File: config.mk
export PLATFORM = sky130hd
export DESIGN_NAME = pmou_cfg_regs
export DESIGN_NICKNAME = d
export VERILOG_FILES = /design/src/sv/pmou_pkg.sv /design/src/sv/pmou_cfg_regs.sv
export SDC_FILE = /design/constraint.sdc
export NUM_CORES = 1
export LEC_CHECK = 0
export ABC_AREA = 1
export CAP_MARGIN = 10
export CORE_MARGIN = 10
export CORE_UTILIZATION = 40
export DETAILED_ROUTE_END_ITERATION = 10
export DONT_BUFFER_PORTS = 1
export PLACE_DENSITY_LB_ADDON = 0.05
export SETUP_SLACK_MARGIN = 0.02
export SLEW_MARGIN = 20
export SYNTH_ARGS = -nofsm -noshare
export SYNTH_HDL_FRONTEND = slang
export SYNTH_SLANG_ARGS = --single-unit
File: constraint.sdc
create_clock -name clk -period 1.85 [get_ports clk]
set_input_delay 0.185 -clock clk [delete_from_list [all_inputs] [get_ports clk]]
set_output_delay 0.185 -clock clk [all_outputs]
set_load 0.01 [all_outputs]
File: src/sv/pmou_pkg.sv
// ============================================================================
// pmou_pkg
// shared types and constants of the pipe outflow update pipeline
// ============================================================================
package pmou_pkg;

    localparam int LANES      = 4;
    localparam int CFG_W      = 16;
    localparam int IDX_W      = 2;
    localparam int FLOW_W     = 31;
    localparam int TOTAL_W    = 33;
    localparam int DEN_W      = 49;
    localparam int PROD_W     = 59;
    localparam int CMP_W      = 65;
    localparam int OUT_W      = 16;
    localparam int DIV_BITS   = 16;
    localparam int NUM_SHIFT  = 12;

    localparam logic [31:0]        DAMP_BIAS = 32'd16384;
    localparam logic signed [51:0] RISE_BIAS = 52'sd524288;
    localparam logic [OUT_W-1:0]   SAT_MAX   = '1;

    localparam logic [CFG_W-1:0] TIME_STEP_RST    = 16'd82;
    localparam logic [CFG_W-1:0] GRAVITY_RST      = 16'd2509;
    localparam logic [CFG_W-1:0] FLOW_DAMPING_RST = 16'd32768;

    typedef enum logic [IDX_W-1:0] {
        REG_TIME_STEP    = 2'd0,
        REG_GRAVITY      = 2'd1,
        REG_FLOW_DAMPING = 2'd2
    } pmou_reg_t;

    typedef struct packed {
        logic [CFG_W-1:0] time_step;
        logic [CFG_W-1:0] gravity;
        logic [CFG_W-1:0] flow_damping;
    } pmou_cfg_t;

    typedef struct packed {
        logic                           valid;
        logic [15:0]                    water;
        logic [DEN_W-1:0]               den;
        logic [LANES-1:0][FLOW_W-1:0]   flow;
        logic [LANES-1:0][PROD_W-1:0]   prod;
    } pmou_prod_t;

endpackage

File: src/sv/pmou_cfg_regs.sv
// ============================================================================
// pmou_cfg_regs
// configuration registers: time step, gravity and flow damping
// ============================================================================
module pmou_cfg_regs (
    input  logic                     clk,
    input  logic                     rst_n,
    input  logic                     wr_en,
    input  logic [pmou_pkg::IDX_W-1:0] wr_index,
    input  logic [pmou_pkg::CFG_W-1:0] wr_data,
    output pmou_pkg::pmou_cfg_t      cfg
);
    import pmou_pkg::*;

    pmou_cfg_t cfg_reg;
    pmou_cfg_t cfg_next;

    always_comb
    begin
        cfg_next = cfg_reg;
        if (wr_en)
        begin
            case (wr_index)
                REG_TIME_STEP:    cfg_next.time_step    = wr_data;
                REG_GRAVITY:      cfg_next.gravity      = wr_data;
                REG_FLOW_DAMPING: cfg_next.flow_damping = wr_data;
                default:          cfg_next = cfg_reg;
            endcase
        end
    end

    always_ff @(posedge clk or negedge rst_n)
    begin
        if (!rst_n)
        begin
            cfg_reg.time_step    <= TIME_STEP_RST;
            cfg_reg.gravity      <= GRAVITY_RST;
            cfg_reg.flow_damping <= FLOW_DAMPING_RST;
        end
        else
        begin
            cfg_reg <= cfg_next;
        end
    end

    assign cfg = cfg_reg;

endmodule

# Yosys cells after proc, flatten, opt, wreduce, memory -nomap -nowiden
# Cells that the tools add are included.
# totals
register_bits	48
inputBits	21
output_inout_bits	48
# op_classes
eq_ne	2
n_reduce_logical	4
# op_table
op	count
$reduce_and A2 Y1	3
$eq A2 B1 Y1 const B	1
$eq A2 B2 Y1 const B	1
$logic_not A2 Y1	1

# Logic depth before layout (Yosys ltp)
# Gate-level depths: netlist of the first run.
# logic_depth
ltp_word	2
mapped_depth	6

# Worst setup path after synthesis of the first run
# No wires, ideal clock.
# synth_path
kind	in2reg
from	input wr_index[0] (netlist name)
to	register cfg_reg, in the netlist cfg[32]
setup_time_ps	117
t_arrival_ps	768
required_time_ps	1733
path_slack_ps	966
cell_stages	6
path_buffers	2
cell_sequence	buf_6 -> nor2_8 -> nand2_4 -> buf_6 -> nand2_1 -> nand2_1
# synth_between
elab_chain_cells	2
# synth_lines
item	line_no	source
start: declaration	pmou_cfg_regs.sv:9	input logic [pmou_pkg::IDX_W-1:0] wr_index,
$logic_not A2 Y1	pmou_cfg_regs.sv:23	case (wr_index)
$reduce_and A2 Y1 (no line)	-	
end signal: assignment	pmou_cfg_regs.sv:42	cfg_reg <= cfg_next;
end: declaration	pmou_cfg_regs.sv:15	pmou_cfg_t cfg_reg;
# Every way passes these cells.
# A chain may end at the register's enable or synchronous reset.

# Final worst setup path of the first run
# layout_path
from	register cfg_reg, in the netlist cfg[24]
to	output cfg[24] (netlist name)
# layout_rtl
item	line_no	source
end: declaration	pmou_cfg_regs.sv:11	output pmou_pkg::pmou_cfg_t cfg
# No word-level cell between the ends.

==> results.json, run 1 <==
{
  "ys_ff_latch": 48,
  "grt_usage": 0.1275,
  "outcome": "complete, no violations",
  "clock_skew_ns": 0,
  "worstHoldStart": "wr_data[11]",
  "clock-sinks": 48,
  "endpoint_kind": "output port",
  "fmax_ghz": 0.9502,
  "slew_viol_final": 0,
  "cts_resized": 0,
  "cts_setup_buffers": 0,
  "grt_start_max_net_pins": 52,
  "antenna_found_initial": 0,
  "ir_worst_vdd_uv": 365.5,
  "nets": 228,
  "die_h_um": 91.73,
  "fp.coreArea_um2": 5042,
  "path_max_fanout": 2,
  "rr_endpoint": "cfg[24]",
  "fillerInstances": 529,
  "tightest_slew_ns": 0.2308,
  "overflow": 0,
  "syn_nets": 235,
  "cts_root_buf": "clkbuf_8",
  "setup_viol": 0,
  "grt_pass1_wl_um": 8418,
  "n_antenna_cell": 0,
  "cts.reportedPaths.clkPinSlew_ns": 0.08,
  "max-cap-violations": 0,
  "wl_per_cell_um": 19.01,
  "dieArea_um2": 8414,
  "post-route-min-period_ns": 1.052,
  "largest_reg_flops": 48,
  "cts_max_level": 2,
  "finalCritPeriodShare": 0.5689,
  "drc": 0,
  "startpoint_type": "flop",
  "layout-area-overhead-vs-synth_pct": 4.438,
  "port_buffers": 0,
  "syn_area_per_cell_um2": 9.618,
  "cts_buffers": 5,
  "drt-total-wl_um": 5284,
  "power_leakage_nw": 1.075,
  "initial_core_util": 0.4082,
  "cellPowerDensity_nw_per_um2": 1067,
  "utilization": 0.4263,
  "drive_gt1_frac": 0.1154,
  "slew_headroom": 0.8461,
  "hold_end": "cfg[27]",
  "placementRows": 26,
  "synthesis.area_um2": 2058,
  "crit_path_start": "cfg[24]",
  "rsz0062_at_grt": "false",
  "r2r-start": "cfg[24]",
  "min_path_cells": 2,
  "fp.dieW_um": 91.73,
  "hold_viol": 0,
  "clock_latency_ns": 0.29,
  "vias": 1455,
  "cts_hold_buffers": 2,
  "critPathKind": "reg2out",
  "yosysSeqAreaShare": 0.5903,
  "holdCritPathClass": "in2reg",
  "place.gp.congestion": 0.7602,
  "drt-initial-drc-count": 79,
  "ys_types": 12,
  "r2r_cells": 2,
  "syn_inst": 214,
  "routed_via_density": 5.234,
  "dp_hpwl_um": 4073,
  "synth_warnings": 0,
  "crit_arrival_ns": 0.87,
  "first_pass_iters": 4,
  "ctsLongestPathBuffers": 2,
  "grt_pass1_vias": 1467,
  "cp.required_ns": 1.66,
  "cts_tree": "built",
  "postRouteAntennaNets": 0,
  "r2r_slack_ns": 1.09,
  "fin_setup_tns_ns": 0,
  "ios": 69
}
==> cell families (layout without fill, tap and decap cells) <==
| group | Yosys count | in the layout | synth area share |
|---|---|---|---|
| flip-flops | 48 | 48 | 0.5903 |
| buffers and inverters | 18 | 12 | 0.06626 |
| AND/OR/NAND/NOR | 148 | 148 | 0.3435 |
==> through the flow <==
stage               total power, mW  setup WS [ns]  hold WS [ns]  std cells  area [um2]
floorplan                     1.639         0.9658       -0.1106        214        2058
global placement              1.676          1.039       -0.1090        268        2022
detailed placement            1.684          1.016       -0.1089        268        2022
CTS                           2.334         0.7803      0.005867        278        2150
global route                  2.441         0.7610      0.003558        278        2150
finish                        2.293         0.7976       0.01371        278        2150
==> power by group <==
group | total (mW) | internal (mW) | switching, mW
Sequential | 1.46 | 1.25 | 0.214
Combinational | 0.214 | 0.0838 | 0.130
Clock | 0.618 | 0.305 | 0.313
==> cells in the final DEF (no fill, tap or decap) <==
cell	Yosys	layout
buf_16	0	1
clkbuf_1	0	2
clkbuf_8	0	6
dfrtp_1	37	37
dfstp_2	11	11
dlygate4sd3_1	0	1
inv_4	2	2
nand2_1	96	96
nand2_4	1	1
nand3_1	16	16
nand3_4	2	2
nand4_1	32	32
nor2_8	1	1
==> cells in the mapped netlist <==
| cell type | count | area share |
|---|---|---|
| buf_2 | 6 | 0.015 |
| buf_4 | 5 | 0.018 |
| buf_6 | 5 | 0.027 |
| dfrtp_1 | 37 | 0.45 |
| dfstp_2 | 11 | 0.14 |
| inv_4 | 2 | 0.0061 |
| nand2_1 | 96 | 0.18 |
| nand2_4 | 1 | 0.0055 |
| nand3_1 | 16 | 0.039 |
| nand3_4 | 2 | 0.017 |
| nand4_1 | 32 | 0.097 |
| nor2_8 | 1 | 0.0097 |
==> layout make-up <==
cell class	instances	area (um2)	area share
Inverter	2	12.51	0.005821
Multi-Input combinational cell	148	706.9	0.3289
Sequential cell	48	1215	0.5652
Tap cell	70	87.58	0.04075
Timing Repair Buffer	2	37.54	0.01746
Clock buffer	8	90.09	0.04191
==> per-layer routing <==
metal  routed length (um)  global-route usage  vias up  share of wire
met5                    0                   0        -              0
met2                 2579              0.2091       63           0.49
met1                 1836              0.1374      681           0.35
met3                  823             0.07742        5           0.16
met4                   44             0.03085        0         0.0083
li1                     -                   -      706              -
==> how the worst max path moves through the flow <==
| stage | endpoint | slack (ns) | cells past startpoint |
|---|---|---|---|
| 3_5_place_dp | cfg[46] | 1.02 | 4 |
| 6_report | cfg[24] | 0.80 | 0 |
| 3_3_place_gp | cfg[47] | 1.04 | 4 |
| 4_1_cts | cfg[24] | 0.78 | 0 |
| 2_1_floorplan | cfg[32] | 0.97 | 6 |
| 5_1_grt | cfg[24] | 0.76 | 0 |
(Power assumes the default switching activity.)
==> inputs of run 2 (changes only) <==
- clock period: 1.85 -> 0.85 ns (I/O delays scaled with it)
==> run 2 against run 1 <==
Critical path depth unchanged. Combinational power grew to 2.7 times the previous value. Worst setup slack got worse by 0.91 ns. The run now ends with hold timing, setup timing left. Via count up 9.4%. Highest routed layer unchanged.
==> results.json, run 2 (synthesized netlist as in run 1, its figures left out) <==
{
  "drt-initial-drc-count": 122,
  "grt_start_max_net_pins": 52,
  "nets": 250,
  "worstSetupPathDepth": 0,
  "fp.dieW_um": 91.73,
  "endpoint_kind": "output port",
  "overflow": 0,
  "slew_headroom": 0.8624,
  "crit_arrival_ns": 0.87,
  "post-route-min-period_ns": 0.9590,
  "vias": 1592,
  "cts_max_level": 2,
  "cts_buffers": 5,
  "stdcell_area_um2": 2336,
  "cellPowerDensity_nw_per_um2": 2156,
  "clock_latency_ns": 0.30,
  "cts.reportedPaths.clkPinSlew_ns": 0.09,
  "die_h_um": 91.73,
  "hold_viol": 94,
  "final_cell_mix": "nand2_1, dfrtp_1, nand4_1",
  "tightest_slew_ns": 0.2064,
  "r2r_cells": 2,
  "violations": "hold timing, setup timing",
  "fp.coreArea_um2": 5042,
  "wl_per_cell_um": 18.69,
  "outcome": "complete, but fails checks",
  "ios": 69,
  "largest_reg_flops": 48,
  "initial_core_util": 0.4082,
  "crit_path_start": "cfg[23]",
  "layout_commonest_cell": "nand2_1",
  "cp-endpoint": "cfg[23]",
  "critPathKind": "reg2out",
  "startpoint_type": "flop",
  "finalCritPeriodShare": 1.128,
  "drc": 0,
  "path_max_fanout": 2,
  "power_leakage_nw": 1.157,
  "setup_viol": 13,
  "dp_hpwl_um": 3984,
  "slew_viol_final": 0,
  "dieArea_um2": 8414,
  "power_mw": 5.036,
  "worst_slack_ns": -0.1090,
  "routed_via_density": 5.307,
  "ctsLongestPathBuffers": 2,
  "grt_usage": 0.1341,
  "cts_hold_buffers": 18,
  "grt_pass1_wl_um": 9039,
  "grt_pass1_vias": 1602,
  "cts_tree": "built",
  "post_dp_cell_area_um2": 2052,
  "fmax_ghz": 1.043,
  "rsz0062_at_grt": "true",
  "ir_worst_vdd_uv": 1126,
  "drive_gt1_frac": 0.1261,
  "max-cap-violations": 0,
  "r2r_slack_ns": 0.09,
  "placementRows": 26,
  "port_buffers": 0,
  "whs_ns": -0.5270,
  "place.gp.congestion": 0.7280,
  "postRouteAntennaNets": 0,
  "antenna_found_initial": 0,
  "layout-area-overhead-vs-synth_pct": 13.50,
  "r2r-start": "cfg[23]",
  "cts_root_buf": "clkbuf_8",
  "drt-total-wl_um": 5607,
  "clock_skew_ns": 0,
  "rr_endpoint": "cfg[23]",
  "holdCritPathClass": "in2async",
  "clock-sinks": 48,
  "first_pass_iters": 4,
  "cp.required_ns": 0.76,
  "n_antenna_cell": 0
}
[run 2: cell count changes in the layout (fill, tap and decap cells not counted)]
cell and delta:
buf_6 +2, buf_4 +4, dlygate4sd3_1 +17, clkbuf_8 -1, clkinv_2 +1, buf_16 -1
[run 2: repair_timing]
item,CTS,global route
endpoints found under the setup margin,17,46
gates cloned,0,0
resized for setup,2,0
buffers inserted,1,1
endpoints found under the hold margin,96,94
[run 2: how the worst min path moves through the flow]
stage	startpoint	cells past startpoint	slack, ns	endpoint
2_1_floorplan	rst_n	0	-0.21	cfg[0]
3_3_place_gp	rst_n	0	-0.21	cfg[12]
3_5_place_dp	rst_n	0	-0.21	cfg[14]
4_1_cts	rst_n	0	-0.54	cfg[12]
5_1_grt	rst_n	0	-0.55	cfg[43]
6_report	rst_n	0	-0.53	cfg[0]
[run 2: stage by stage]
| step | hold WS [ns] | instances | setup TNS, ns | util | setup WS [ns] |
|---|---|---|---|---|---|
| floorplan | -0.2106 | 214 | 0 | - | 0.06576 |
| global placement | -0.2090 | 272 | 0 | 0.4069 | 0.1178 |
| detailed placement | -0.2090 | 272 | 0 | 0.4069 | 0.1007 |
| CTS | -0.5385 | 299 | -1.384 | 0.4618 | -0.1253 |
| global route | -0.5545 | 300 | -1.659 | 0.4633 | -0.1505 |
| finish | -0.5270 | 300 | -1.195 | 0.4633 | -0.1090 |
[run 2: power by group]
part	internal (mW)	leakage [nW]	total (mW)	switching, mW
Sequential	2.71	0.577	3.17	0.456
Clock	0.578	0.0422	1.29	0.714
Combinational	0.270	0.538	0.574	0.304
[run 2: layout make-up]
class                   instances  area [um2]
clock buffers                   7       76.32
flip-flops and latches         48        1215
fillers                       516        2706
well taps                      70       87.58
repair buffers                 24       232.7
inverters                       2       12.51
clock inverters                 1       5.005
multi-input cells             148       706.9
[run 2: metal layers]
| metal | routed length (um) | global-route usage |
|---|---|---|
| met2 | 2828 | 0.2263 |
| met1 | 2138 | 0.1479 |
| met5 | 0 | 0 |
| met4 | 73 | 0.03856 |
| met3 | 566 | 0.06357 |
==> inputs of run 3 (changes only) <==
- SKIP_CTS_REPAIR_TIMING: not set -> 1
==> run 3 against run 2 <==
The run still ends with hold timing, setup timing left. Non-clock buffer count did not move. Count of clock-buffer cells in the layout did not move. Register-to-register slack barely moved. Largest power group unchanged. Critical path depth unchanged. Flip-flop and latch count unchanged. Worst hold slack gained 0.0021 ns. Final cell count is the same.
==> results.json, run 3 (synthesized netlist as in run 1, its figures left out) <==
{
  "outcome": "complete, but fails checks",
  "violations": "hold timing, setup timing",
  "cts_buffers": 5,
  "fmax_ghz": 1.044,
  "pwr-share-clk": 0.255,
  "place.gp.congestion": 0.7280,
  "ios": 69,
  "tightest_slew_ns": 0.2059,
  "startpoint_type": "flop",
  "dp_hpwl_um": 3984,
  "grt_pass1_vias": 1502,
  "layout_commonest_cell": "nand2_1",
  "hold_viol": 94,
  "path_max_fanout": 2,
  "port_buffers": 0,
  "p_int_mw": 3.561,
  "slew_viol_final": 0,
  "post-route-min-period_ns": 0.9581,
  "cp.required_ns": 0.76,
  "cts.reportedPaths.clkPinSlew_ns": 0.08,
  "drc": 0,
  "cellPowerDensity_nw_per_um2": 2149,
  "cts_root_buf": "clkbuf_8",
  "power_leakage_nw": 1.157,
  "max-cap-violations": 0,
  "die_h_um": 91.73,
  "cts_max_level": 2,
  "r2r_slack_ns": 0.08,
  "p_comb_frac": 0.114,
  "first_pass_iters": 4,
  "r2r-start": "cfg[23]",
  "largest_reg_flops": 48,
  "final_cell_mix": "nand2_1, dfrtp_1, nand4_1",
  "r2r_cells": 2,
  "grt_pass1_wl_um": 8556,
  "routed_via_density": 5.213,
  "power_mw": 5.020,
  "ctsLongestPathBuffers": 2,
  "rr_endpoint": "cfg[23]",
  "finalCritPeriodShare": 1.127,
  "clock_latency_ns": 0.29,
  "antenna_found_initial": 0,
  "dieArea_um2": 8414,
  "setup_viol": 13,
  "initial_core_util": 0.4082,
  "endpoint_kind": "output port",
  "fp.coreArea_um2": 5042,
  "nets": 250,
  "placementRows": 26,
  "slew_headroom": 0.8627,
  "layout-area-overhead-vs-synth_pct": 13.50,
  "drt-total-wl_um": 5594,
  "grt_usage": 0.1287,
  "critPathKind": "reg2out",
  "p_sw_mw": 1.459,
  "pre_cts_ws_ns": 0.1007,
  "postRouteAntennaNets": 0,
  "wl_per_cell_um": 18.65,
  "p_seq_frac": 0.631,
  "cts_tree": "built",
  "vias": 1564,
  "overflow": 0,
  "fp.dieW_um": 91.73,
  "drt-initial-drc-count": 119,
  "ir_worst_vdd_uv": 1111,
  "grt_start_max_net_pins": 52,
  "holdCritPathClass": "in2async",
  "n_antenna_cell": 0,
  "clock_skew_ns": 0,
  "clock-sinks": 48,
  "drive_gt1_frac": 0.1261,
  "p_sw_frac": 0.2907,
  "whs_ns": -0.5249,
  "rsz0062_at_grt": "true",
  "worst_slack_ns": -0.1081,
  "crit_arrival_ns": 0.87
}
==> run 3: how the worst max path moves through the flow <==
| stage | startpoint | end | slack [ns] | cells after the start |
|---|---|---|---|---|
| 3_3_place_gp | cfg[24] | cfg[24] | 0.12 | 2 |
| 3_5_place_dp | cfg[23] | cfg[23] | 0.10 | 2 |
| 2_1_floorplan | wr_index[0] | cfg[32] | 0.07 | 6 |
| 5_1_grt | cfg[23] | cfg[23] | -0.15 | 0 |
| 6_report | cfg[24] | cfg[24] | -0.11 | 0 |
| 4_1_cts | cfg[23] | cfg[23] | -0.13 | 0 |
==> run 3: per-stage QoR <==
| stage | hold slack [ns] | setup TNS (ns) | area, um2 | cells | util |
|---|---|---|---|---|---|
| floorplan | -0.2106 | 0 | 2058 | 214 | - |
| global placement | -0.2090 | 0 | 2052 | 272 | 0.4069 |
| detailed placement | -0.2090 | 0 | 2052 | 272 | 0.4069 |
| CTS | -0.5385 | -1.405 | 2133 | 280 | 0.4231 |
| global route | -0.5545 | -1.670 | 2336 | 300 | 0.4633 |
| finish | -0.5249 | -1.145 | 2336 | 300 | 0.4633 |
==> run 3: power groups by stage <==
stage | Sequential (mW) | Clock, mW | Combinational [mW]
after floorplan | 3.11 | 0 | 0.453
after detailed placement | 3.23 | 0 | 0.459
after global placement | 3.22 | 0 | 0.439
after global routing | 3.23 | 1.47 | 0.664
after CTS | 3.19 | 1.35 | 0.456
final | 3.17 | 1.28 | 0.573
==> run 3: final cells by class <==
class | instances | area [um2]
inverters | 2 | 12.51
flip-flops and latches | 48 | 1215
multi-input cells | 148 | 706.9
fillers | 508 | 2706
well taps | 70 | 87.58
repair buffers | 24 | 232.7
clock buffers | 7 | 76.32
clock inverters | 1 | 5.005
==> run 3: routing by layer <==
metal  track usage  share of wire  up-vias
met1        0.1386           0.38      755
li1              -              -      743
met5             0              0        -
met4       0.03470         0.0077        0
met2        0.2156           0.52       61
met3       0.07009          0.099        5
